===== config.mk =====
export PLATFORM = sky130hd
export DESIGN_NAME = caption_block_timestamp_framer
export DESIGN_NICKNAME = d
export VERILOG_FILES = /design/src/rtl/cbtf_pkg.sv /design/src/rtl/cbtf_ram.sv /design/src/rtl/caption_block_timestamp_framer.sv
export SDC_FILE = /design/constraint.sdc
export NUM_CORES = 1
export LEC_CHECK = 0
export BUFFER_PORTS_ARGS = -buffer_cell sky130_fd_sc_hd__buf_2
export CAP_MARGIN = 40
export CORE_MARGIN = 5
export CORE_UTILIZATION = 50
export DETAILED_ROUTE_END_ITERATION = 8
export HOLD_SLACK_MARGIN = 0.03
export PLACE_DENSITY = 0.69
export SLEW_MARGIN = 20
export SYNTH_ARGS = -nofsm -noshare
export SYNTH_HDL_FRONTEND = slang
export SYNTH_SLANG_ARGS = --single-unit

===== constraint.sdc =====
create_clock -name aclk -period 11.3 [get_ports aclk]
set_input_delay 0.565 -clock aclk [delete_from_list [all_inputs] [get_ports aclk]]
set_output_delay 0.565 -clock aclk [all_outputs]
set_load 0.02 [all_outputs]

===== src/rtl/cbtf_pkg.sv =====
// Package for the caption block timestamp framer.
// Holds sizes, byte constants and codes shared by the framer and its testbench.
package cbtf_pkg;

    localparam int MAX_BLOCKS = 32;
    localparam int ADDR_W     = $clog2(MAX_BLOCKS);
    localparam int COUNT_W    = 6;
    localparam int TS_W       = 48;
    localparam int BLK_W      = 24;
    localparam int IN_DATA_W  = 72;
    localparam int OUT_DATA_W = 80;

    localparam logic [TS_W-1:0] FRAME_MS = TS_W'(33);

    localparam logic [7:0] PAD_BYTE    = 8'h80;
    localparam logic [7:0] PAD_FIELD1  = 8'h04;
    localparam logic [7:0] PAD_FIELD2  = 8'h05;
    localparam logic [1:0] TYPE_DTVCC  = 2'd3;
    localparam logic [1:0] TYPE_NTSC_H = 2'd1;

    localparam logic OP_BLOCK = 1'b0;
    localparam logic OP_END   = 1'b1;

    localparam logic KIND_HEADER = 1'b0;
    localparam logic KIND_BLOCK  = 1'b1;

endpackage


===== src/rtl/cbtf_ram.sv =====
// Generic single-port-write, single-port-read RAM with registered read data.
// No dependencies.
module cbtf_ram #(
    parameter int WIDTH = 24,
    parameter int DEPTH = 32
) (
    input  logic                     aclk,
    input  logic                     we,
    input  logic [$clog2(DEPTH)-1:0] waddr,
    input  logic [WIDTH-1:0]         wdata,
    input  logic [$clog2(DEPTH)-1:0] raddr,
    output logic [WIDTH-1:0]         rdata
);

    logic [WIDTH-1:0] mem [DEPTH];

    always_ff @(posedge aclk) begin
        if (we) begin
            mem[waddr] <= wdata;
        end
        rdata <= mem[raddr];
    end

endmodule


===== src/rtl/caption_block_timestamp_framer.sv =====
// Caption block timestamp framer: groups caption blocks by timestamp and emits
// header plus blocks per group. Depends on cbtf_pkg and cbtf_ram.
// Flow: one word at a time; a word with no flush is accepted, then stored.
// A flush first checks the trailing blocks for padding (the kept one included),
// then sends the header and each block in turn (RAM read, output load); end of stream
// adds a padding header and two padding blocks. Output stalls can hold any output word.
// Reset (aresetn low, synchronous): store empty, no previous timestamp, keep_padding 0.
module caption_block_timestamp_framer (
    input  logic                              aclk,
    input  logic                              aresetn,
    input  logic                              cfg_wen,
    input  logic                              cfg_wdata,   // keep_padding
    input  logic                              s_tvalid,
    output logic                              s_tready,
    input  logic [cbtf_pkg::IN_DATA_W-1:0]    s_tdata,     // timestamp, byte0, byte1, byte2
    input  logic                              s_tuser,     // operation
    output logic                              m_tvalid,
    input  logic                              m_tready,
    output logic [cbtf_pkg::OUT_DATA_W-1:0]   m_tdata,     // group_time, group_count,
                                                           // out_byte0..2, 2 zero bits
    output logic                              m_tuser,     // kind
    output logic                              m_tlast      // last
);
    import cbtf_pkg::*;

    typedef enum logic [3:0] {
        ST_IDLE, ST_PRUNE_RD, ST_PRUNE_CHK, ST_HEAD, ST_BLK_RD, ST_BLK_OUT,
        ST_PAD_HEAD, ST_PAD_B0, ST_PAD_B1, ST_FINISH
    } state_t;

    state_t              state_reg;
    logic                keep_padding_reg;
    logic [TS_W-1:0]     prev_time_reg;
    logic                prev_valid_reg;
    logic [COUNT_W-1:0]  count_reg;
    logic [ADDR_W-1:0]   idx_reg;
    logic                full_reg;
    logic                end_reg;
    logic [TS_W-1:0]     ts_reg;
    logic [BLK_W-1:0]    blk_reg;

    logic                    m_tvalid_reg;
    logic [OUT_DATA_W-1:0]   m_tdata_reg;
    logic                    m_tuser_reg;
    logic                    m_tlast_reg;

    logic                s_accept;
    logic                out_free;
    logic                out_load;
    logic [TS_W-1:0]     in_ts;
    logic [BLK_W-1:0]    in_blk;
    logic                in_full;
    logic                in_flush;
    logic [COUNT_W-1:0]  count_dec;
    logic [TS_W-1:0]     ts_adj;
    logic                blk_storable;
    logic                rd_is_pad;
    logic                idx_is_last;
    logic                ram_we;
    logic [ADDR_W-1:0]   ram_raddr;
    logic [BLK_W-1:0]    ram_rdata;

    assign s_tready = (state_reg == ST_IDLE);
    assign s_accept = s_tvalid && s_tready;
    assign out_free = !m_tvalid_reg || m_tready;
    assign out_load = out_free && (((state_reg == ST_HEAD) && (count_reg != '0))
                      || (state_reg inside {ST_BLK_OUT, ST_PAD_HEAD, ST_PAD_B0, ST_PAD_B1}));

    assign in_ts    = s_tdata[TS_W-1:0];
    assign in_blk   = s_tdata[TS_W +: BLK_W];
    assign in_full  = (count_reg >= COUNT_W'(MAX_BLOCKS));
    assign in_flush = (prev_valid_reg && (prev_time_reg != in_ts)) || (s_tuser == OP_END)
                      || in_full;

    assign count_dec = count_reg - COUNT_W'(1);
    assign ts_adj    = ts_reg - FRAME_MS;

    assign blk_storable = blk_reg[2] || (blk_reg[1:0] == TYPE_DTVCC);
    assign rd_is_pad    = ram_rdata[2] && (ram_rdata[1:0] <= TYPE_NTSC_H)
                          && (ram_rdata[15:8] == PAD_BYTE) && (ram_rdata[23:16] == PAD_BYTE);
    assign idx_is_last  = ({{(COUNT_W-ADDR_W){1'b0}}, idx_reg} == count_dec);

    assign ram_we    = (state_reg == ST_FINISH) && (end_reg == OP_BLOCK) && blk_storable
                       && (count_reg < COUNT_W'(MAX_BLOCKS));
    assign ram_raddr = (state_reg == ST_PRUNE_RD) ? count_dec[ADDR_W-1:0] : idx_reg;

    cbtf_ram #(
        .WIDTH(BLK_W),
        .DEPTH(MAX_BLOCKS)
    ) u_store (
        .aclk (aclk),
        .we   (ram_we),
        .waddr(count_reg[ADDR_W-1:0]),
        .wdata(blk_reg),
        .raddr(ram_raddr),
        .rdata(ram_rdata)
    );

    always_ff @(posedge aclk) begin
        if (!aresetn) begin
            state_reg        <= ST_IDLE;
            keep_padding_reg <= 1'b0;
            prev_time_reg    <= '1;
            prev_valid_reg   <= 1'b0;
            count_reg        <= '0;
            idx_reg          <= '0;
            full_reg         <= 1'b0;
            end_reg          <= OP_BLOCK;
            m_tvalid_reg     <= 1'b0;
        end else begin
            if (cfg_wen) begin
                keep_padding_reg <= cfg_wdata;
            end
            if (out_load) begin
                m_tvalid_reg <= 1'b1;
            end else if (m_tready) begin
                m_tvalid_reg <= 1'b0;
            end
            case (state_reg)
                ST_IDLE: begin
                    if (s_accept) begin
                        ts_reg   <= in_ts;
                        blk_reg  <= in_blk;
                        end_reg  <= s_tuser;
                        full_reg <= in_full;
                        if (!in_flush) begin
                            state_reg <= ST_FINISH;
                        end else if (!in_full && !keep_padding_reg && count_reg != '0) begin
                            state_reg <= ST_PRUNE_RD;
                        end else begin
                            state_reg <= ST_HEAD;
                        end
                    end
                end
                ST_PRUNE_RD: begin
                    state_reg <= ST_PRUNE_CHK;
                end
                ST_PRUNE_CHK: begin
                    if (rd_is_pad) begin
                        count_reg <= count_dec;
                        state_reg <= (count_dec == '0) ? ST_HEAD : ST_PRUNE_RD;
                    end else begin
                        state_reg <= ST_HEAD;
                    end
                end
                ST_HEAD: begin
                    if (count_reg == '0) begin
                        state_reg <= (end_reg == OP_END) ? ST_PAD_HEAD : ST_FINISH;
                    end else if (out_free) begin
                        m_tuser_reg  <= KIND_HEADER;
                        m_tlast_reg  <= 1'b0;
                        m_tdata_reg  <= {{(OUT_DATA_W-TS_W-COUNT_W){1'b0}}, count_reg,
                                         prev_time_reg};
                        idx_reg      <= '0;
                        state_reg    <= ST_BLK_RD;
                    end
                end
                ST_BLK_RD: begin
                    state_reg <= ST_BLK_OUT;
                end
                ST_BLK_OUT: begin
                    if (out_free) begin
                        m_tuser_reg  <= KIND_BLOCK;
                        m_tlast_reg  <= idx_is_last && (end_reg == OP_BLOCK);
                        m_tdata_reg  <= {{(OUT_DATA_W-BLK_W-TS_W-COUNT_W){1'b0}}, ram_rdata,
                                         {(TS_W+COUNT_W){1'b0}}};
                        if (idx_is_last) begin
                            count_reg <= '0;
                            state_reg <= (end_reg == OP_END) ? ST_PAD_HEAD : ST_FINISH;
                        end else begin
                            idx_reg   <= idx_reg + ADDR_W'(1);
                            state_reg <= ST_BLK_RD;
                        end
                    end
                end
                ST_PAD_HEAD: begin
                    if (out_free) begin
                        m_tuser_reg  <= KIND_HEADER;
                        m_tlast_reg  <= 1'b0;
                        m_tdata_reg  <= {{(OUT_DATA_W-TS_W-COUNT_W){1'b0}}, COUNT_W'(2),
                                         ts_adj};
                        state_reg    <= ST_PAD_B0;
                    end
                end
                ST_PAD_B0: begin
                    if (out_free) begin
                        m_tuser_reg  <= KIND_BLOCK;
                        m_tlast_reg  <= 1'b0;
                        m_tdata_reg  <= {{(OUT_DATA_W-BLK_W-TS_W-COUNT_W){1'b0}}, PAD_BYTE,
                                         PAD_BYTE, PAD_FIELD1, {(TS_W+COUNT_W){1'b0}}};
                        state_reg    <= ST_PAD_B1;
                    end
                end
                ST_PAD_B1: begin
                    if (out_free) begin
                        m_tuser_reg  <= KIND_BLOCK;
                        m_tlast_reg  <= 1'b1;
                        m_tdata_reg  <= {{(OUT_DATA_W-BLK_W-TS_W-COUNT_W){1'b0}}, PAD_BYTE,
                                         PAD_BYTE, PAD_FIELD2, {(TS_W+COUNT_W){1'b0}}};
                        state_reg    <= ST_FINISH;
                    end
                end
                ST_FINISH: begin
                    prev_valid_reg <= 1'b1;
                    if (end_reg == OP_END) begin
                        prev_time_reg <= ts_adj;
                        count_reg     <= '0;
                    end else begin
                        prev_time_reg <= ts_reg;
                        if (ram_we) begin
                            count_reg <= count_reg + COUNT_W'(1);
                        end
                    end
                    state_reg <= ST_IDLE;
                end
                default: begin
                    state_reg <= ST_IDLE;
                end
            endcase
        end
    end

    assign m_tvalid = m_tvalid_reg;
    assign m_tdata  = m_tdata_reg;
    assign m_tuser  = m_tuser_reg;
    assign m_tlast  = m_tlast_reg;

`ifndef SYNTHESIS
    a_count_bound: assert property (@(posedge aclk) disable iff (!aresetn)
        count_reg <= COUNT_W'(MAX_BLOCKS))
        else $error("store count above capacity");

    a_header_nonempty: assert property (@(posedge aclk) disable iff (!aresetn)
        (m_tvalid_reg && (m_tuser_reg == KIND_HEADER)) |-> (m_tdata_reg[TS_W +: COUNT_W] != '0))
        else $error("header with zero count");

    a_header_not_last: assert property (@(posedge aclk) disable iff (!aresetn)
        (m_tvalid_reg && (m_tuser_reg == KIND_HEADER)) |-> !m_tlast_reg)
        else $error("header marked last");

    a_busy_after_accept: assert property (@(posedge aclk) disable iff (!aresetn)
        s_accept |=> !s_tready)
        else $error("ready right after accept");

    a_prune_only_dropping: assert property (@(posedge aclk) disable iff (!aresetn)
        (state_reg == ST_PRUNE_CHK) |-> (!full_reg && !keep_padding_reg))
        else $error("pruning on full store or with keep_padding");
`endif

endmodule


==> summary.md <==
| Metric | Value |
|---|---|
| First DRT Iteration DRCs | between 2000 and 3000 |
| Drt wl/cell | about 27 um |
| Crit-path cells | nor4b_2 -> buf_2 -> mux2i_4 -> buf_12 -> buf_4 -> buf_16 -> mux2_2 -> o22ai_1 -> a221oi_1 -> o22ai_1 -> nor2_1 |
| Power after layout | roughly 12 mW |
| PwrDens | 253 nW/um2 |
| Post-DRT Antenna Nets | 0 |
| Max_slew headroom | about 14% |
| Post-CTS sizing | 0 |
| Status | finished clean |
| Worst path top cell family by delay | buffers and inverters |
| Hold_buf cts | 1 |
| Worst Path Buf+Inv | 4 |
| Max stage delay on crit path | just over 700 ps |
| Total track usage | roughly 24% |
| Static Leak | about 15 nW |
| Final Setup Violations | 0 |
| Antenna Cells | 0 |
| Die W | slightly below 300 um |
| Worst slew pin tran | 1280 ps |
| Number of cells on the critical path | 11 |
| Yosys reg bits | about 1000 |
| Worst Hold Endpoint | blk_reg[16]$_DFFE_PP_ |
| Vias in the first global route | between 20000 and 25000 |
| Setup bufs post-CTS | 0 |
| Total CTS buffers | 101 |
| Post-synth EDFFs | 920 |
| Dominant cells by area after synthesis | edfxtp_1, mux2_2, mux2i_1 |
| Core Footprint | around 81000 um2 |
| Area leader, netlist | edfxtp_1 |
| H-tree Lvls | 3 |
| Placed Instances | approximately 3800 |
| Crit path launch | state_reg[0]$_SDFFE_PN0P_ |
| Cell depth of the worst hold path | 1 |
| Max FFs per register | 768 |
| Initial antenna violation count | 1 |
| Root Driver | clkbuf_16 |
| Unrepaired setup endpoints after global routing | false |
| Layout cell share with drive strength beyond 1 | between 20 and 25% |
| Vias per cell | 6.15 |
| Core Util, Final | between 50% and 60% |
| Max Cap Viol | 0 |
| Max Clock Freq | between 200 and 250 MHz |
| Max Clock Skew | 66.1 ps |
| Reg-to-reg slack, setup | slightly below 7000 ps |
| GPL Wtd Cong | just under 0.9 |
| Port buffer count | 160 |
| CTS max path bufs | 3 |
| Main synth FF type | edfxtp_1 |
| Die area | around 87000 um2 |
| Area Overhead vs Synth | 15.1% |
| Hpwl dp | 62000 um |
| Register area share after synthesis | 72.2% |
| Final worst slack | between 6000 and 7000 ps |
| Row count | ~100 |
| Hold Path Class | in -> reg |
| Pre-CTS WS | around 6500 ps |
| Post-synthesis cell type count | a little under 70 |
| Synth Cell Area | 40800 um2 |
| Total Negative Setup Slacks | 0 ps |
| Count leader, synth | edfxtp_1 |
| Vias | about 24000 |
| Worst VDD drop | ~0.30 mV |
| Worst setup SP type | register |
| CP max FO | between 150 and 200 |
| Final worst-path cycle share | 39.4% |
| Critical path class | reg -> reg |
| Final hold vios | 0 |
| Yosys top cell area share | approximately two thirds |
| Drt total wl | ~110000 um |
| Net count, final | ~2900 |
| Req. time, crit path | approximately 12000 ps |
| Min-delay src | s_tdata[64] |
| First-pass GRT wire length | 157000 um |
| Reg clk slew, reported paths | 60 ps |
| Worst Path Arrival | ~5000 ps |
| # clock sinks | approximately 1000 |
| Most frequent cells after synthesis | edfxtp_1, mux2i_1, mux2_2 |
| R2r endpoint | u_store.rdata[1]$_DFF_P_ |
| Cell repeated most along the worst path | o22ai_1 |
| CP max stage cell | buf_12 |
| Ys async rst share | 0% |
| Clock insertion delay at the later pin of the skew report | 680 ps |
| Largest net degree at the start of global routing | 174 |
| CTS tree | built |
| Die Ht | 296 um |
| Cell Count, Final, Fillers Out | around 4000 |
| Post-Syn Instances | 2631 |
| Grt ovf | 0 |
| Syn Area/Cell | 15.5 um2 |
| Slew Limit Fails | 0 |
| Boundary pin count | 163 |
| Final Critical Period | roughly 4500 ps |
| DRC | 0 |
| DRT Pass-1 Iters | 6 |
| R2R depth | 11 |
| Worst R2R Start | state_reg[0]$_SDFFE_PN0P_ |
| Yosys Warn Count | 0 |
| Starting Density | approximately 51% |
| Endpoint class of the critical path | register |
## cell families after synthesis
kind of cell    Yosys count  share of synthesized area (%)
flops                  1011                           72.2
fa+ha+maj                 7                          0.215
xor+xnor                145                           3.11
compound gates          411                           6.77
mux                     391                           10.2
other cells               1                        0.00919
buf+inv                 170                           1.76
simple gates            495                           5.77
## worst max-delay path by stage
stage | to | slack (ps)
2_1_floorplan | m_tdata[0]$_DFFE_PP_ | 5880
3_3_place_gp | u_store.rdata[13]$_DFF_P_ | 6420
3_5_place_dp | u_store.rdata[19]$_DFF_P_ | 6460
4_1_cts | u_store.rdata[1]$_DFF_P_ | 6480
5_1_grt | u_store.rdata[13]$_DFF_P_ | 6450
6_report | u_store.rdata[1]$_DFF_P_ | 6840
## layer usage
metal / routed length (um) / part of all wire [%] / global-route usage, %
met1: 43100 / 40 / 33.1
met2: 52000 / 48 / 39.6
met3: 9800 / 9.0 / 3.97
met4: 3920 / 3.6 / 8.22
met5: 0 / 0 / 0
## layout make-up
cell class | instances | area (um2)
fillers | 6109 | 33700
flip-flops and latches | 1011 | 29400
multi-input cells | 1451 | 11000
clock buffers | 142 | 2830
repair buffers | 247 | 1910
well taps | 1060 | 1330
clock inverters | 49 | 425
inverters | 14 | 52.6
## placed cells by master (no fill, tap or decap), types with 7 or more instances in the layout
cell	Yosys	final
o211ai_1	13	13
o22ai_1	152	152
clkbuf_1	100	26
a21oi_1	29	29
nor2_4	0	35
nand3_1	31	30
clkbuf_16	0	101
mux2_2	179	179
ha_1	7	7
clkbuf_8	0	15
xnor2_1	96	96
nor3b_1	8	8
o21ai_1	33	33
mux2_1	14	14
a221oi_1	96	96
buf_2	43	161
xor2_1	49	49
and2_1	25	24
buf_8	0	21
nor3_1	21	21
or3_1	11	11
clkinv_1	0	12
and3_1	8	7
mux2i_1	197	197
buf_12	0	9
nor2b_1	11	11
o21ai_0	49	49
nor4_1	13	12
buf_4	5	44
dfxtp_1	91	91
nand4_1	25	25
edfxtp_1	920	920
inv_1	14	14
clkinv_2	0	24
nand2_1	139	133
buf_16	0	9
nor2_1	167	132
## report_power, final
group          internal [mW]  switching [mW]
Sequential              4.43           0.241
Combinational           1.62            2.34
Clock                   1.83            1.40
## worst reg2reg max path, delay by kind of cell (launching register included)
family | cells | cell delay [ps]
compound gates | 3 | 550
flops | 1 | 590
simple gates | 2 | 690
mux | 2 | 840
buf+inv | 4 | 1710
## stage by stage
step	cell area, um2	hold slack [ps]
after floorplan	40800	432
after global placement	43000	445
after detailed placement	43300	448
after CTS	46600	32.8
after global routing	47000	35.9
final	47000	70.0
No activity file was read; power rests on OpenSTA's default activity.
